$ cat src/hw/rtl/assert_macros.svh
// assertion macros used by the top-level rtl file of the depth back-projection block
// no dependencies; empty bodies when SYNTHESIS is defined
`ifndef ASSERT_MACROS_SVH
`define ASSERT_MACROS_SVH
`ifndef SYNTHESIS
`define DPB_ASSERT(label, clk, rst, prop, msg) \
  label: assert property (@(posedge clk) disable iff (rst) prop) else $error(msg);
`define DPB_NEVER(label, clk, rst, cond, msg) \
  `DPB_ASSERT(label, clk, rst, !(cond), msg)
`else
`define DPB_ASSERT(label, clk, rst, prop, msg)
`define DPB_NEVER(label, clk, rst, cond, msg)
`endif
`endif

$ cat src/hw/rtl/dpb_pkg.sv
// shared constants and types of the depth back-projection block
// no dependencies
package dpb_pkg;

  localparam int COORD_BITS_DEF = 12;
  localparam int RAW_W          = 16;
  localparam int SCALE_W        = 24;
  localparam int DIST_W         = 24;
  localparam int SCALE_SHIFT    = 8;
  localparam int COEF_W         = 21;
  localparam int COEF_FRAC      = 18;
  localparam int MROW_W         = 3 * COEF_W;
  localparam int PT_W           = 26;
  localparam int PT_MAX         = 2 ** (PT_W - 1) - 1;
  localparam int PT_MIN         = -(2 ** (PT_W - 1));
  localparam int CFG_IDX_W      = 3;
  localparam int CFG_DATA_W     = MROW_W;
  localparam int QUEUE_DEPTH    = 4;
  localparam int BACK_LAT       = 4;

  localparam logic [CFG_IDX_W-1:0] REG_INV_ROW_X  = 3'd0;
  localparam logic [CFG_IDX_W-1:0] REG_INV_ROW_Y  = 3'd1;
  localparam logic [CFG_IDX_W-1:0] REG_INV_ROW_Z  = 3'd2;
  localparam logic [CFG_IDX_W-1:0] REG_DEPTH_UNIT = 3'd3;
  localparam logic [CFG_IDX_W-1:0] REG_NEAR_LIMIT = 3'd4;
  localparam logic [CFG_IDX_W-1:0] REG_FAR_LIMIT  = 3'd5;

  localparam logic [MROW_W-1:0]  RST_INV_ROW_X  = 63'd262144;
  localparam logic [MROW_W-1:0]  RST_INV_ROW_Y  = 63'd549755813888;
  localparam logic [MROW_W-1:0]  RST_INV_ROW_Z  = 63'd1152921504606846976;
  localparam logic [SCALE_W-1:0] RST_DEPTH_UNIT = 24'd16777;
  localparam logic [DIST_W-1:0]  RST_NEAR_LIMIT = 24'd655;
  localparam logic [DIST_W-1:0]  RST_FAR_LIMIT  = 24'd655360;

  typedef struct packed {
    logic full;
    logic empty;
    logic almost_full;
  } q_status_t;

endpackage

$ cat src/hw/rtl/dpb_queue.sv
// short flip-flop queue between front and back ends
// depends on dpb_pkg
module dpb_queue import dpb_pkg::*; #(
  parameter int WIDTH = 8,
  parameter int DEPTH = QUEUE_DEPTH
) (
  input  logic             clk,
  input  logic             rst,
  input  logic             push,
  input  logic [WIDTH-1:0] push_data,
  input  logic             pop,
  output logic [WIDTH-1:0] pop_data,
  output q_status_t        status
);

  localparam int PTR_W = (DEPTH > 1) ? $clog2(DEPTH) : 1;
  localparam int CNT_W = $clog2(DEPTH + 1);

  logic [WIDTH-1:0] mem [DEPTH];
  logic [PTR_W-1:0] wr_ptr;
  logic [PTR_W-1:0] rd_ptr;
  logic [CNT_W-1:0] count;
  logic             do_push;
  logic             do_pop;

  assign do_push = push && !status.full;
  assign do_pop  = pop && !status.empty;

  always_ff @(posedge clk) begin
    if (rst) begin
      wr_ptr <= '0;
      rd_ptr <= '0;
      count  <= '0;
    end else begin
      if (do_push) begin
        wr_ptr <= (wr_ptr == PTR_W'(DEPTH - 1)) ? '0 : wr_ptr + 1'b1;
      end
      if (do_pop) begin
        rd_ptr <= (rd_ptr == PTR_W'(DEPTH - 1)) ? '0 : rd_ptr + 1'b1;
      end
      if (do_push && !do_pop) begin
        count <= count + 1'b1;
      end else if (do_pop && !do_push) begin
        count <= count - 1'b1;
      end
    end
    if (do_push) begin
      mem[wr_ptr] <= push_data;
    end
  end

  assign pop_data           = mem[rd_ptr];
  assign status.full        = (count == CNT_W'(DEPTH));
  assign status.empty       = (count == '0);
  assign status.almost_full = (count >= CNT_W'(DEPTH - 1));

endmodule

$ cat config.mk
export PLATFORM = sky130hd
export DESIGN_NAME = dpb_queue
export DESIGN_NICKNAME = d
export VERILOG_FILES = /design/src/hw/rtl/assert_macros.svh /design/src/hw/rtl/dpb_pkg.sv /design/src/hw/rtl/dpb_queue.sv
export SDC_FILE = /design/constraint.sdc
export NUM_CORES = 1
export LEC_CHECK = 0
export BUFFER_PORTS_ARGS = -buffer_cell sky130_fd_sc_hd__clkbuf_2
export CAP_MARGIN = 10
export CORE_UTILIZATION = 59
export DETAILED_ROUTE_END_ITERATION = 8
export PLACE_DENSITY_LB_ADDON = 0.05
export SYNTH_ARGS = -nofsm -noshare
export SYNTH_HDL_FRONTEND = slang
export SYNTH_SLANG_ARGS = --single-unit
$ cat constraint.sdc
create_clock -name clk -period 5.9 [get_ports clk]
set_clock_uncertainty 0.2 [all_clocks]
set_input_delay 1.18 -clock clk [delete_from_list [all_inputs] [get_ports clk]]
set_output_delay 1.18 -clock clk [all_outputs]
set_load 0.05 [all_outputs]
# Word-level counts from Yosys, hierarchy flattened

Memories as Yosys holds them, arrays and structs flattened. A register that Yosys moved wholly into a read port is not among the register bits.
Index checks and enable logic that the tools add are counted.

Bits in registers: 7
Memory bits (writable): 32
Input port bits: 12
Output and inout port bits: 11
Logic and storage cells: 30
Memories: 1

Memories:

| name | depth | width | rd ports | clocked after memory_dff | wr ports | RTL line        | source |
|---|---|---|---|---|---|---|---|
| mem  | 4     | 8     | 1        | 1                        | 1        | dpb_queue.sv:19 | `logic [WIDTH-1:0] mem [DEPTH];` |

Add/subtract/negate cells: 4
Magnitude comparators: 1
Equal/unequal tests: 3
Multiplexer cells: 8
Reductions and logical operators: 10

Operators with widths:

| kind                                                               | number |
|---|---|
| 2-to-1 mux 2 bit                                                   | 4 |
| 2-to-1 mux 3 bit                                                   | 2 |
| adder 2 x 1 -> 2 bit (second input constant)                       | 2 |
| == test 2 bit (second input constant)                              | 2 |
| logical AND 1 bit                                                  | 4 |
| zero test 1 bit                                                    | 4 |
| adder 3 x 1 -> 3 bit (second input constant)                       | 1 |
| == test 3 bit (second input constant)                              | 1 |
| greater-or-equal comparator 3 x 2 -> 1 bit (second input constant) | 1 |
| zero test 3 bit                                                    | 1 |
| subtractor 3 x 1 -> 3 bit (second input constant)                  | 1 |
| 2-to-1 mux 1 bit                                                   | 2 |
| nonzero test 2 bit                                                 | 1 |

# Logic depth before layout (Yosys ltp)

Depth after elaboration: 7
Gate-level depth with buffers: 9
Gate-level depth less buffers: 8

# Worst setup path after synthesis

OpenSTA, ideal clock, no wires.

Path kind: input port to flip-flop
Start point: in push
End point: reg count[2]
Library setup time: 70 ps
Arrival time: 2594 ps
Data required time: 5630 ps
Path slack: 3036 ps
Stages on the path: 8
Path buffers: 1
Cell sequence: nor2b_1 buf_6 ha_1 inv_1 fa_1 xor2_1 or3_1 a21oi_1

Cells in the longest elaborated chain, start to end: 4
Elaborated cells on any way between the ends: 6
Classes of those cells: 1 x mux; 5 x reduce/logical

RTL lines:

| what                         | RTL line        | source |
|---|---|---|
| start, declared              | dpb_queue.sv:9  | `input logic push,` |
| logical AND 1 bit *          | dpb_queue.sv:26 | `assign do_push = push && !status.full;` |
| named net do_push            | dpb_queue.sv:23 | `logic do_push;` |
| zero test 1 bit              | dpb_queue.sv:43 | `end else if (do_pop && !do_push) begin` |
| logical AND 1 bit            | dpb_queue.sv:43 |  |
| nonzero test 2 bit (no line) | n/a             |  |
| end signal, assigned         | dpb_queue.sv:42 | `count <= count + 1'b1;` |
| end signal, assigned         | dpb_queue.sv:44 | `count <= count - 1'b1;` |
| end, declared                | dpb_queue.sv:22 | `logic [CNT_W-1:0] count;` |

Mark *: on every way through the listed nets, which the timed path passes. The rest lies on a longest branch.
A chain may end at the register's enable or synchronous reset.

==> reports/results.ini <==
[die]
die_area_sq_mm=0.003006
die_height_microns=54.83
ios=23
initial_core_util_pct=64.13
die-width_microns=54.83
coreArea_sq_mm=0.002567
num_rows=18

[logic_synthesis]
ys_seq_area_share_pct=69.30
synth_fa_ha_area_share_pct=5.775
synth_seq_cells=41
syn-instance-count=91
yosys.area_share.simple_pct=5.927
synth_top_family_by_area=multiplexers
synth-xor-area-share_pct=1.064
syn_nets=110
yosysWarnings=0
synthMuxAreaShare_pct=13.68
synth_cell_types=25
synthesis.area_sq_mm=0.001647
synth_compound_area_share_pct=2.128
avgSynthCellArea_sq_um=18.09

[power_and_ir_drop]
p_total_mw=0.8123
ir_worst_vdd_mv=0.4132
leakage_nw=0.6896
power_density_mw_per_mm2=444.1

[critical_path]
worst-path-buf-inv=1
critical-path-top-delay-family=flip-flops
critPathMaxFanout=8
cpPeakStageDelay_ns=0.66
arrival_ns=1.84
crit_type=flop to output port
crit_required_ns=4.52
startpoint_type=flop
cp_slowest_cell=dfxtp_1
crit_path_end_kind=output port
r2r-start=count[0]$_SDFFE_PP0P_
path_cells=mux4_2, clkbuf_2

[routing]
routed_via_density=5.653
postRouteAntennaNets=0
wl_per_cell_microns=16.54
wirelength_mm=2.432
route.vias.total=831
firstDrtPassIters=4
drc_errors=0
drt_iter0_drc=8

[layout]
multiInputGateArea_sq_um=470.5
post-route-util_pct=71.25
n_antenna_cell=0
fillCellCount=171
layout.cells.non_filler=147
seq_area_sq_mm=0.001141
stdcell_area_sq_mm=0.001829
area_growth_pct=11.09
nets=135
layout-drive-gt1-share_pct=33.33

[placed_design]
pre_cts_slack_ns=2.683
hpwl_mm=1.774
placed_cells=139
port_buffers=22
place_area_sq_mm=0.001770
place_congestion=0.6455

[timing]
max_freq_mhz=310.9
slew_viol_final=0
rsz0062_at_grt=false
finalCriticalPeriod_ns=3.217
tns_ns=0
post-route-period-util_pct=54.52
setup_ws_ns=2.683
hold_ws_ns=0.3026
setup_viol=0
relSlewSlack_pct=64.99
hold_viol=0
worstMarginPinSlew_ns=0.5244

[min_path]
hp-start=rd_ptr[0]$_SDFFE_PP0P_
hold_path.class=flop to flop

[cts]
cts_buffers=5
clk_latency_ns=0.34
post_cts_buffers=0
cts_num_sinks=41
h-tree-depth=2
clockBufferDepth=2
cts_tree=done
clockRootBuffer=clkbuf_4
holdBufCountCts=0
post_cts_resized=0
clkTransAtPathRegs_ns=0.10

[global_routing]
track_usage_pct=20.51
grtUsageMet2_pct=32.13
grt_util_met3_pct=9.167
grtUsageMet1_pct=24.77
grt_busiest_layer=met2
grt_max_degree=13
overflow=0
grt_pass1_wl_mm=3.870
grt_pass1_vias=806
antenna_found_initial=0

[status]
status=finished clean

[job]
drv_cap=0

cell usage in the layout (no fill, tap or decap), drive strengths merged:
master	n
a21o	1
a21oi	2
and2	4
clkbuf	30
dfxtp	9
edfxtp	32
fa	1
ha	6
inv	3
mux2	1
mux2i	3
mux4	8
nand2	1
nand2b	2
nor2	4
nor2b	1
nor3	2
nor3b	1
o21ai	1
o31ai	1
or3	2
xor2	2
final timing paths:
| check | to | slack, ns | depth (start not counted) |
|---|---|---|---|
| worst max-delay path | pop_data[1] | 2.68 | 2 |
| worst min-delay path | flop | 0.30 | 2 |
| worst max register to register | count[2]$_SDFFE_PP0P_ | 3.36 | 8 |
| worst min register to register | flop | 0.30 | 2 |
worst min-delay path, stage by stage (launching register included):
cell and delay (ns):
dfxtp_1 0.34, nand2_1 0.06, a21oi_1 0.07
power breakdown:
part | switching [mW] | total (mW) | internal (mW)
sequential | 0.0381 | 0.392 | 0.354
clock | 0.0801 | 0.139 | 0.0588
combinational | 0.184 | 0.281 | 0.0968
cell usage after synthesis (all sizes together):
| cell | number | area [sq um] |
|---|---|---|
| edfxtp | 32 | 960.9 |
| dfxtp | 9 | 180.2 |
| mux4 | 8 | 180.2 |
| ha | 6 | 75.07 |
| and2 | 4 | 25.02 |
| nor2 | 4 | 15.01 |
| buf | 3 | 20.01 |
| inv | 3 | 11.26 |
| mux2i | 3 | 30.03 |
| a21oi | 2 | 10.01 |
| nand2b | 2 | 12.51 |
| nor3 | 2 | 10.01 |
| or3 | 2 | 12.51 |
| xor2 | 2 | 17.52 |
| a21o | 1 | 7.510 |
| clkbuf | 1 | 3.750 |
| fa | 1 | 20.02 |
| mux2 | 1 | 15.01 |
| nand2 | 1 | 3.750 |
| nor2b | 1 | 6.260 |
| nor3b | 1 | 12.51 |
| o21ai | 1 | 5.000 |
| o31ai | 1 | 12.51 |
flip-flops by register name (all words and copies together), names as in the netlist, named ones only:
| name | count |
|---|---|
| rd_ptr | 2 |
| count | 3 |
| mem | 32 |
| wr_ptr | 2 |
cell type report:
class                      count  share of cell area [%]
timing repair buffer          22                   6.019
multi-input combinational     43                   25.72
sequential                    41                   62.38
tap                           30                   2.052
inverter                       3                  0.6156
clock buffer                   8                   3.215
cell families after synthesis:
logic type	Yosys count
buffers and inverters	7
AOI/OAI and AO/OA	5
and+or+nand+nor	17
xor gates and xnor gates	2
muxes	12
DFF	41
adders and majority gates	7
per-layer routing:
metal	vias up	share of wire, %
met5	-	0
met4	0	1.5
met3	5	5.0
met2	24	50
met1	404	43
li1	398	-
No activity file was read; power rests on OpenSTA's default activity.
