File: src/hw/rtl/assert_macros.svh
// assertion macros used by the top-level rtl file of the depth back-projection block
// no dependencies; empty bodies when SYNTHESIS is defined
`ifndef ASSERT_MACROS_SVH
`define ASSERT_MACROS_SVH
`ifndef SYNTHESIS
`define DPB_ASSERT(label, clk, rst, prop, msg) \
  label: assert property (@(posedge clk) disable iff (rst) prop) else $error(msg);
`define DPB_NEVER(label, clk, rst, cond, msg) \
  `DPB_ASSERT(label, clk, rst, !(cond), msg)
`else
`define DPB_ASSERT(label, clk, rst, prop, msg)
`define DPB_NEVER(label, clk, rst, cond, msg)
`endif
`endif

File: src/hw/rtl/dpb_pkg.sv
// shared constants and types of the depth back-projection block
// no dependencies
package dpb_pkg;

  localparam int COORD_BITS_DEF = 12;
  localparam int RAW_W          = 16;
  localparam int SCALE_W        = 24;
  localparam int DIST_W         = 24;
  localparam int SCALE_SHIFT    = 8;
  localparam int COEF_W         = 21;
  localparam int COEF_FRAC      = 18;
  localparam int MROW_W         = 3 * COEF_W;
  localparam int PT_W           = 26;
  localparam int PT_MAX         = 2 ** (PT_W - 1) - 1;
  localparam int PT_MIN         = -(2 ** (PT_W - 1));
  localparam int CFG_IDX_W      = 3;
  localparam int CFG_DATA_W     = MROW_W;
  localparam int QUEUE_DEPTH    = 4;
  localparam int BACK_LAT       = 4;

  localparam logic [CFG_IDX_W-1:0] REG_INV_ROW_X  = 3'd0;
  localparam logic [CFG_IDX_W-1:0] REG_INV_ROW_Y  = 3'd1;
  localparam logic [CFG_IDX_W-1:0] REG_INV_ROW_Z  = 3'd2;
  localparam logic [CFG_IDX_W-1:0] REG_DEPTH_UNIT = 3'd3;
  localparam logic [CFG_IDX_W-1:0] REG_NEAR_LIMIT = 3'd4;
  localparam logic [CFG_IDX_W-1:0] REG_FAR_LIMIT  = 3'd5;

  localparam logic [MROW_W-1:0]  RST_INV_ROW_X  = 63'd262144;
  localparam logic [MROW_W-1:0]  RST_INV_ROW_Y  = 63'd549755813888;
  localparam logic [MROW_W-1:0]  RST_INV_ROW_Z  = 63'd1152921504606846976;
  localparam logic [SCALE_W-1:0] RST_DEPTH_UNIT = 24'd16777;
  localparam logic [DIST_W-1:0]  RST_NEAR_LIMIT = 24'd655;
  localparam logic [DIST_W-1:0]  RST_FAR_LIMIT  = 24'd655360;

  typedef struct packed {
    logic full;
    logic empty;
    logic almost_full;
  } q_status_t;

endpackage

File: src/hw/rtl/dpb_front.sv
// front end: takes pixels, scales depth to metres, drops out-of-range samples
// depends on dpb_pkg
module dpb_front import dpb_pkg::*; #(
  parameter int COORD_BITS = COORD_BITS_DEF
) (
  input  logic                    clk,
  input  logic                    rst,
  input  logic                    accept,
  input  logic [RAW_W-1:0]        depth_raw,
  input  logic [COORD_BITS-1:0]   pixel_row,
  input  logic [COORD_BITS-1:0]   pixel_col,
  input  logic [SCALE_W-1:0]      depth_unit_scale,
  input  logic [DIST_W-1:0]       near_limit,
  input  logic [DIST_W-1:0]       far_limit,
  output logic                    push,
  output logic [DIST_W+2*COORD_BITS-1:0] push_data
);

  localparam int PROD_W = RAW_W + SCALE_W;
  localparam int SHR_W  = PROD_W - SCALE_SHIFT;

  logic                  f1_valid;
  logic                  f1_nz;
  logic [PROD_W-1:0]     f1_prod;
  logic [COORD_BITS-1:0] f1_row;
  logic [COORD_BITS-1:0] f1_col;
  logic [SHR_W-1:0]      depth_shr;
  logic [DIST_W-1:0]     depth_m;

  always_ff @(posedge clk) begin
    if (rst) begin
      f1_valid <= 1'b0;
    end else begin
      f1_valid <= accept;
    end
    f1_nz   <= |depth_raw;
    f1_prod <= PROD_W'(depth_raw) * PROD_W'(depth_unit_scale);
    f1_row  <= pixel_row;
    f1_col  <= pixel_col;
  end

  // saturate scaled depth to the distance width
  assign depth_shr = f1_prod[PROD_W-1:SCALE_SHIFT];
  assign depth_m = (|depth_shr[SHR_W-1:DIST_W]) ? {DIST_W{1'b1}} : depth_shr[DIST_W-1:0];

  assign push      = f1_valid && f1_nz && (depth_m > near_limit) && (depth_m < far_limit);
  assign push_data = {depth_m, f1_row, f1_col};

endmodule

File: config.mk
export PLATFORM = sky130hd
export DESIGN_NAME = dpb_front
export DESIGN_NICKNAME = d
export VERILOG_FILES = /design/src/hw/rtl/assert_macros.svh /design/src/hw/rtl/dpb_pkg.sv /design/src/hw/rtl/dpb_front.sv
export SDC_FILE = /design/constraint.sdc
export NUM_CORES = 1
export LEC_CHECK = 0
export BUFFER_PORTS_ARGS = -buffer_cell sky130_fd_sc_hd__buf_2
export CAP_MARGIN = 20
export CORE_UTILIZATION = 25
export DETAILED_ROUTE_END_ITERATION = 6
export GPL_TIMING_DRIVEN = 0
export SLEW_MARGIN = 20
export SYNTH_ARGS = -nofsm -noshare
export SYNTH_HDL_FRONTEND = slang
export SYNTH_SLANG_ARGS = --single-unit
File: constraint.sdc
create_clock -name clk -period 11.74 [get_ports clk]
set_input_delay 0.587 -clock clk [delete_from_list [all_inputs] [get_ports clk]]
set_output_delay 0.587 -clock clk [all_outputs]
set_load 0.02 [all_outputs]
==> Word level (Yosys, flattened, before mapping) <==
Index checks and enable logic that the tools add are counted.
Widths: inputs -> output; s select.
{ "word_totals": {"mem_bits_rw": 0, "mem_count": 0, "ff_bits": 66, "in_bits": 115, "elab_cells": 14, "romBits": 0, "latch_bits": 0, "output_inout_bits": 49} }
{ "op_classes": {"order_cmp": 2, "multipliers": 1, "muxes": 1, "n_div": 0, "reduce_logical": 5, "shifts": 0, "bitwise_logic": 0, "n_eq_ne": 0, "n_addsub": 0} }
{ "op_table": {"columns": ["operator", "count"], "rows": [
  ["$mul 16x24->40", 1],
  ["$gt 24x24->1", 1],
  ["$lt 24x24->1", 1],
  ["$mux 24", 1],
  ["$reduce_or 16->1", 1],
  ["$reduce_or 8->1", 1],
  ["$logic_and 1x1->1", 3]
]} }

==> Depth between registers and ports, before layout <==
Gate-level depths: netlist of the first run.
{ "logic_depth": {"ltp_word": 5, "depth_mapped": 24, "mapped_depth_nobuf": 23} }

==> Worst setup path before layout of the first run <==
Ideal clock, no wire load.
{ "synth_path": {"path_type": "input to register", "from": "in depth_raw[9]", "to": "reg f1_prod[37]", "required_ns": 11.621, "setup_slack_ns": 5.397, "arrival_ns": 6.225, "path_buffers": 2, "setup_time_ns": 0.119, "cell_stages": 24, "cell_sequence": "clkbuf_1 -> clkbuf_1 -> nand2_1 -> fa_1 -> inv_1 -> fa_1 -> inv_1 -> fa_1 -> inv_1 -> fa_1 -> fa_1 -> inv_1 -> fa_1 -> inv_1 -> ha_1 -> a21oi_1 -> o21a_1 -> o21ai_0 -> a31oi_2 -> o21ai_2 -> o31a_1 -> a41o_1 -> a311o_1 -> xor2_1"} }
{ "synth_between": {"elab_chain_cells": 1} }
{ "synth_lines": {"columns": ["element", "line_no", "source"], "rows": [
  ["from (decl)", "dpb_front.sv:9", "input logic [RAW_W-1:0] depth_raw,"],
  ["$mul 16x24->40", "dpb_front.sv:37", "f1_prod <= PROD_W'(depth_raw) * PROD_W'(depth_unit_scale);"],
  ["to (signal assigned)", "dpb_front.sv:37", null],
  ["to (decl)", "dpb_front.sv:24", "logic [PROD_W-1:0] f1_prod;"]
]} }
Every way passes these cells.
A chain may end at the register's enable or synchronous reset.

==> Worst setup path in the final report of the first run <==
{ "layout_path": {"from": "in depth_raw[9]", "to": "reg f1_prod[36]"} }
The elaborated chain is that of the path after synthesis.

==> results of run 1 <==
routing by layer:
metal  up-vias  wire length [um]
met1      5908             17950
met5         -                 0
met2       366             20830
met3        63              2559
li1       5215                 -
met4         0              1311
Yosys cell counts (all sizes together):
library cell,number
a21o,30
ha,156
o22ai,1
a31o,1
mux2i,1
a211oi,2
a31oi,3
o21bai,4
dfxtp,58
nor3,2
o21a,5
a21boi,1
and3,6
nand3b,1
and4,3
o21ai,21
o32ai,1
clkbuf,63
o211a,1
nor4,8
a2111oi,1
o31a,1
o2111ai,1
inv,395
nor2b,8
nand2,252
a21oi,46
and2,160
a41o,1
buf,1
nand4,12
nand3,7
xnor2,19
o211ai,2
or2,25
fa,305
nor2,12
xor2,14
nand2b,4
a311oi,5
o31ai,1
a311o,1
area by class of cell:
cell class / count / area, um2 / share of cell area [%]
buffer: 64 / 240.2 / 1.447
timing repair buffer: 162 / 810.8 / 4.884
inverter: 395 / 1483 / 8.931
clock buffer: 12 / 246.5 / 1.485
tap: 765 / 957.2 / 5.765
clock inverter: 3 / 40.04 / 0.2412
sequential: 58 / 1161 / 6.994
multi-input combinational: 1124 / 11660 / 70.25
worst min path at each step:
stage | to | slack [ps] | cells after the start
3_3_place_gp | f1_row[8] | 690 | 1
2_1_floorplan | f1_col[0] | 610 | 0
5_1_grt | f1_col[11] | 340 | 1
6_report | f1_row[2] | 360 | 1
3_5_place_dp | f1_row[7] | 690 | 1
4_1_cts | f1_row[2] | 340 | 1
cell families (layout without fill, tap and decap cells):
group / after synthesis / after routing / share of synthesized area (%)
xor gates and xnor gates: 33 / 33 / 1.987
AOI/OAI and AO/OA: 129 / 129 / 5.788
muxes: 1 / 1 / 0.06881
DFF: 58 / 58 / 7.981
adders and majority gates: 461 / 461 / 55.39
buffers and inverters: 459 / 636 / 11.84
and+or+nand+nor: 500 / 500 / 16.94
worst max-delay path: cells and delay by family:
kind / cells / cell delay [ps]
AND/OR/NAND/NOR: 5 / 960
adder cells (fa/ha/maj): 7 / 3350
AO/OA/AOI/OAI: 5 / 1300
buffers and inverters: 7 / 1250
cell usage in the layout, fill, tap and decap left out, drive strengths merged, types with 8 or more instances in the layout:
cell | synthesis | final
o21ai | 21 | 21
clkbuf | 63 | 75
dfxtp | 58 | 58
a21oi | 46 | 46
xnor2 | 19 | 19
a21o | 30 | 30
or2 | 25 | 25
nand2 | 252 | 252
buf | 1 | 163
nor4 | 8 | 8
nor2 | 12 | 12
fa | 305 | 305
xor2 | 14 | 14
and2 | 160 | 160
nand4 | 12 | 12
nor2b | 8 | 8
ha | 156 | 156
inv | 395 | 395
flip-flops by register name (all words and copies together) (netlist names):
name and count:
f1_prod 32, f1_col 12, f1_row 12, f1_nz 1
f1_valid 1
metrics by stage:
| step | hold WS, ps | cell area (um2) |
|---|---|---|
| 3_5_place_dp | 690.6 | 16320 |
| 5_1_grt | 336.0 | 16600 |
| 2_1_floorplan | 614.7 | 14550 |
| 3_3_place_gp | 689.2 | 16320 |
| 4_1_cts | 341.0 | 16600 |
| 6_report | 359.6 | 16600 |
==> out/qor.csv, run 1 <==
metric;value;unit
outcome;complete, no violations;
# port buffers;162;
NumNets Final;2390;
die area;59160;um2
DRT antenna net count;0;
unique cell type count in the Yosys netlist;48;
final worst slack;4518;ps
CTS resizes;0;
Die W;243.2;um
Slew headroom;43.93;%
CP max stage cell;clkbuf_1;
Synth Register Bits;58;
ant diodes;0;
Detailed Place HPWL;37090;um
fin util;28.83;%
RSZ-0062 raised after global routing;no;
final-layout fill cell count;6203;
total negative slack;0;ps
hold crit path type;in -> reg;
Max clock buf depth;2;
drt drc;0;
synth-to-layout area growth;14.12;%
max-cap violation count;0;
crit-path cells;clkbuf_1, clkbuf_1, nand2_1, fa_1, inv_1, fa_1, inv_1, fa_1, inv_1, fa_1, fa_1, inv_1, fa_1, inv_1, ha_1, and4_1, nand3_1, o32ai_1, nor4_1, o31ai_2, a31o_1, nor2b_1, a21oi_1, a311oi_1;
GRT busiest layer;met2;
# clock sinks;58;
height of the die;243.2;um
sequential share of the synthesized area;7.981;%
hold buffer count at CTS;0;
vias post-DR;11550;
GR Util met1;19.06;%
Setup crit end;f1_prod[36];
shortest period the worst path allows;7222;ps
Final setup viols;0;
DR WL/cell;16.51;um
Net Count, Synth;2217;
synthesized area per cell;8.865;um2
cell taking the most area after synthesis;fa_1;
Clock Pin Slew Worst Setup and Hold Paths;50;ps
worst slew pin tran;841.0;ps
DRT Pass-1 Iters;5;
Post-Place Cells;2568;
DP Worst Slack;4240;ps
CTS buffer count;9;
critical path launch point type;input port;
FP Rows;88;
Synth top area share;41.97;%
wire length of the first global-routing pass;69450;um
IO Count;164;
crit path DAT;7450;ps
Critical Path RT;11970;ps
most used cell, CP;fa_1;
worst setup path category;in -> reg;
share of cells above drive strength 1;11.17;%
Max Slew Vio Count;0;
CP Launch Point;depth_raw[9];
GP Congestion;0.9584;
GR Util met2;26.59;%
Synth Instances;1641;
GRT Util Overall;15.15;%
DRT Wirelength;42660;um
top cells by area, synth;fa_1 (42%), ha_1 (13%), inv_1 (10%);
Post-CTS Repair Setup Buffers;0;
hold path start;pixel_row[2];
Initial Utilization;25.26;%
Yosys warnings;0;
Finished Layout Cells;2583;
number of global-route vias before repair;13110;
met3 usage;2.090;%
htree depth;3;
Mapped Area;14550;um2
TritonCTS clock tree;done;
CTS Root Cell;clkbuf_16;
Core Area;57590;um2
initial antenna violation count;2;
largest stage delay on the critical path;560;ps
critical path peak fanout;10;
drt initial violations;624;
Period Utilization, post-route;61.52;%
Critical Path End Type;register;
pin count of the biggest net entering global routing;11;
grt ovf;0;
Fin. Hold Viols;0;
vias per std cell;4.472;
Achievable Freq;138.5;MHz
Power of run 1 is not shown: default switching activity piles up to over one toggle a cycle in this logic, so the estimate is an artifact.
==> run 2: changes to the inputs <==
Clock period 11.74 ns to 6.21 ns, I/O delays scaled along.
==> run 2 against run 1 <==
Against the previous run: worst setup slack worse by 4400 ps; highest routed layer unchanged; critical path type unchanged; critical endpoint unchanged; sequential share of layout area is 0.20 points lower; final cell count is 0.12% higher; hold slack worse by 280 ps.
==> out/qor.csv, run 2 (synthesis gave the netlist of run 1 again) <==
metric;value;unit
hold path start;pixel_row[2];
synth-to-layout area growth;17.48;%
# clock sinks;58;
fin util;29.68;%
ant diodes;0;
most common cell after layout, fill and taps aside;inv_1;
Regs by FF count;f1_prod (32), f1_col (12), f1_row (12);
outcome;complete, no violations;
Final setup viols;0;
Largest register FFs;32;
Critical Path RT;6440;ps
DRT antenna net count;0;
Area after DPL;16320;um2
largest stage delay on the critical path;570;ps
DRT Wirelength;42840;um
Achievable Freq;165.3;MHz
Max clock buf depth;2;
drt drc;0;
crit path DAT;6280;ps
initial antenna violation count;2;
Detailed Place HPWL;37090;um
crit-path cells;buf_2, buf_2, nand2_1, fa_1, fa_1, inv_1, fa_2, fa_1, fa_1, inv_1, fa_1, inv_1, ha_4, and4_4, nand3_2, o32ai_4, nor4_4, o31ai_2, a31o_1, nor2b_2, a21oi_1, a311oi_1;
GP Congestion;0.9584;
NumNets Final;2393;
number of global-route vias before repair;13130;
CTS buffer count;9;
worst hold path endpoint;f1_row[2];
FP Rows;88;
grt ovf;0;
hold crit path type;in -> reg;
share of cells above drive strength 1;15.49;%
Fin. Hold Viols;0;
DRT Pass-1 Iters;4;
Largest Register;f1_prod;
height of the die;243.2;um
IO Count;164;
hold buffer count at CTS;0;
pin count of the biggest net entering global routing;17;
worst setup path category;in -> reg;
htree depth;3;
max-cap violation count;0;
Slew headroom;49.25;%
most used cell, CP;fa_1;
shortest period the worst path allows;6049;ps
Die W;243.2;um
vias post-DR;11590;
CP max stage cell;fa_2;
Core Area;57590;um2
CTS Root Cell;clkbuf_16;
commonest non-fill, non-tap cells in the layout;inv_1 (395), fa_1 (303), nand2_1 (251);
GRT Util Overall;15.14;%
TritonCTS clock tree;done;
worst slew pin tran;761.3;ps
Final Cell Area;17090;um2
DR WL/cell;16.56;um
Initial Utilization;25.26;%
Period Utilization, post-route;97.41;%
Clock Pin Slew Worst Setup and Hold Paths;50;ps
critical path peak fanout;10;
worst hold path depth;1;
critical path launch point type;input port;
wire length of the first global-routing pass;69460;um
Critical Path End Type;register;
vias per std cell;4.480;
die area;59160;um2
Max Slew Vio Count;0;
drt initial violations;694;
# port buffers;162;
-- run 2: cell count changes in the layout (fill, tap and decap cells not counted), sizes merged --
| cell | previous run | this run |
|---|---|---|
| buf | 163 | 188 |
| clkbuf | 75 | 53 |
-- run 2: repair_timing --
action,CTS,global route
endpoints found under the hold margin,0,0
resized for setup,94,97
pin swaps,1,11
setup endpoints to repair,16,9
buffers inserted,0,7
-- run 2: how the worst max path moves through the flow --
| stage | startpoint | endpoint | cells past startpoint | slack (ps) |
|---|---|---|---|---|
| floorplan | depth_raw[9] | f1_prod[37] | 24 | 140 |
| detailed placement | depth_raw[9] | f1_prod[36] | 24 | -1010 |
| finish | depth_raw[14] | f1_prod[36] | 22 | 160 |
| CTS | depth_unit_scale[7] | f1_prod[36] | 24 | 8 |
| global route | depth_raw[6] | f1_prod[36] | 24 | -30 |
| global placement | depth_raw[9] | f1_prod[36] | 24 | -950 |
-- run 2: routing by layer --
metal | global-route usage [%] | share of wire [%]
met5 | 0 | 0
met2 | 26.67 | 49
met3 | 2.057 | 6.7
met4 | 4.772 | 3.1
met1 | 18.97 | 41
-- run 2: cell type report --
cell class                 count  area [um2]
timing repair buffer         169       888.4
buffer                        60       499.2
clock buffer                  12       246.5
tap                          765       957.2
fill                        6149       40500
inverter                     395        1483
multi-input combinational   1124       11820
sequential                    58        1161
clock inverter                 3       40.04
-- run 2: critical path: cells and delay by family --
| kind | cells | cell delay [ps] |
|---|---|---|
| compound gates | 5 | 1190 |
| fa+ha+maj | 7 | 3250 |
| buf+inv | 5 | 690 |
| simple gates | 5 | 820 |
-- run 2: metrics by stage --
step	instances	hold slack (ps)	setup TNS [ps]	worst slack, ps
finish	2586	83.32	0	160.9
detailed placement	2568	414.1	-11130	-1013
global placement	2568	412.7	-10010	-955.0
global route	2586	59.48	-45.75	-28.99
CTS	2580	64.50	0	7.941
floorplan	1641	338.2	0	143.1
Power of run 2 is left out for the same reason.
==> run 3: changes to the inputs <==
Settings changed: BUFFER_PORTS_ARGS -buffer_cell sky130_fd_sc_hd__buf_2 to not set, DONT_BUFFER_PORTS set to 1.
==> run 3 against run 2 <==
Against the previous run: highest routed layer unchanged; clock-buffer cell count stayed put; first-iteration DRC count is 14% lower; final area is 4.9% lower.
==> out/qor.csv, run 3 (synthesis gave the netlist of run 1 again) <==
metric;value;unit
Final setup viols;0;
CTS buffer count;9;
max-cap violation count;0;
ant diodes;0;
critical path's top delay family;adder cells;
drt drc;0;
GRT Util Overall;14.96;%
pin count of the biggest net entering global routing;11;
drt initial violations;595;
Initial Utilization;25.26;%
WHS;54.02;ps
share of cells above drive strength 1;6.295;%
Critical Path End Type;register;
TritonCTS clock tree;done;
final worst slack;213.5;ps
Slew headroom;46.15;%
commonest non-fill, non-tap cells in the layout;inv_1 (395), fa_1 (305), nand2_1 (252);
Detailed Place HPWL;36830;um
Fin. Hold Viols;0;
NumNets Final;2256;
htree depth;3;
IO Count;164;
# port buffers;0;
DR WL/cell;17.43;um
Die W;243.2;um
Critical Path RT;6420;ps
most common cell after layout, fill and taps aside;inv_1;
Max Slew Vio Count;0;
DRT Pass-1 Iters;5;
Achievable Freq;166.8;MHz
crit path DAT;6210;ps
grt ovf;0;
worst setup path category;in -> reg;
Max clock buf depth;2;
wire length of the first global-routing pass;67870;um
vias post-DR;11010;
FP Rows;88;
Period Utilization, post-route;96.56;%
shortest period the worst path allows;5997;ps
CP max stage cell;fa_1;
CP Launch Point;depth_unit_scale[8];
synth-to-layout area growth;11.75;%
crit-path cells;clkbuf_2, nand2_1, fa_1, inv_1, fa_1, fa_1, fa_1, fa_1, inv_1, fa_1, inv_1, ha_1, a21oi_1, o21a_2, o21ai_0, a31oi_2, o21ai_2, o31a_1, a41o_1, a311o_1, xor2_1;
hold crit path type;in -> reg;
initial antenna violation count;2;
# clock sinks;58;
Largest Register;f1_prod;
DRT Wirelength;42680;um
crit path buf inv count;4;
Regs by FF count;f1_prod (32), f1_col (12), f1_row (12);
GP Congestion;0.9369;
outcome;complete, no violations;
DP Worst Slack;-961.5;ps
vias per std cell;4.495;
fin util;28.23;%
most used cell, CP;fa_1;
die area;59160;um2
CTS Root Cell;clkbuf_16;
height of the die;243.2;um
Clock Pin Slew Worst Setup and Hold Paths;50;ps
number of global-route vias before repair;12330;
Core Area;57590;um2
largest stage delay on the critical path;610;ps
Largest register FFs;32;
worst slew pin tran;802.3;ps
DRT antenna net count;0;
critical path peak fanout;10;
number of cells on the critical path;21;
Setup crit end;f1_prod[37];
critical path launch point type;input port;
run 3: cell count changes in the layout (fill, tap and decap cells not counted), moves of 8 or more:
cell | before | now
clkbuf_2 | 11 | 32
clkbuf_4 | 20 | 10
buf_4 | 14 | 5
buf_2 | 155 | 4
buf_6 | 8 | 0
buf_8 | 10 | 1
dlygate4sd3_1 | 0 | 24
run 3: worst min-delay path by stage:
stage	from	to	slack (ps)	cells past startpoint
floorplan	pixel_col[0]	f1_col[0]	340	0
global placement	pixel_col[0]	f1_col[0]	340	0
detailed placement	pixel_row[1]	f1_row[1]	340	0
CTS	rst	f1_valid	40	1
global route	rst	f1_valid	30	1
finish	rst	f1_valid	50	1
run 3: repair_timing:
action                     4_1_cts  5_1_grt
gates resized for setup         45       61
hold endpoints to repair        24        0
setup endpoints to repair       15        9
setup buffers                    0        4
hold buffers                    24        0
pin swaps                        0        4
run 3: stage by stage:
stage | instance area, um2 | TNS, ps | std cells
CTS | 16110 | 0 | 2445
floorplan | 14550 | 0 | 1641
detailed placement | 15500 | -10860 | 2406
finish | 16260 | 0 | 2449
global route | 16260 | -0.8873 | 2449
global placement | 15500 | -10450 | 2406
run 3: metal layers:
| layer | routed length [um] | GRT usage (%) | share of wire (%) |
|---|---|---|---|
| met4 | 852 | 3.237 | 2.0 |
| met5 | 0 | 0 | 0 |
| met1 | 17810 | 18.92 | 42 |
| met3 | 2806 | 2.720 | 6.6 |
| met2 | 21210 | 26.29 | 50 |
run 3: area by class of cell:
| class | instances | area [um2] |
|---|---|---|
| Fill cell | 6162 | 41330 |
| Multi-Input combinational cell | 1124 | 11750 |
| Inverter | 395 | 1483 |
| Sequential cell | 58 | 1161 |
| Tap cell | 765 | 957.2 |
| Buffer | 64 | 347.8 |
| Timing Repair Buffer | 28 | 270.3 |
| Clock buffer | 12 | 246.5 |
| Clock inverter | 3 | 40.04 |
Power of run 3 is left out for the same reason.
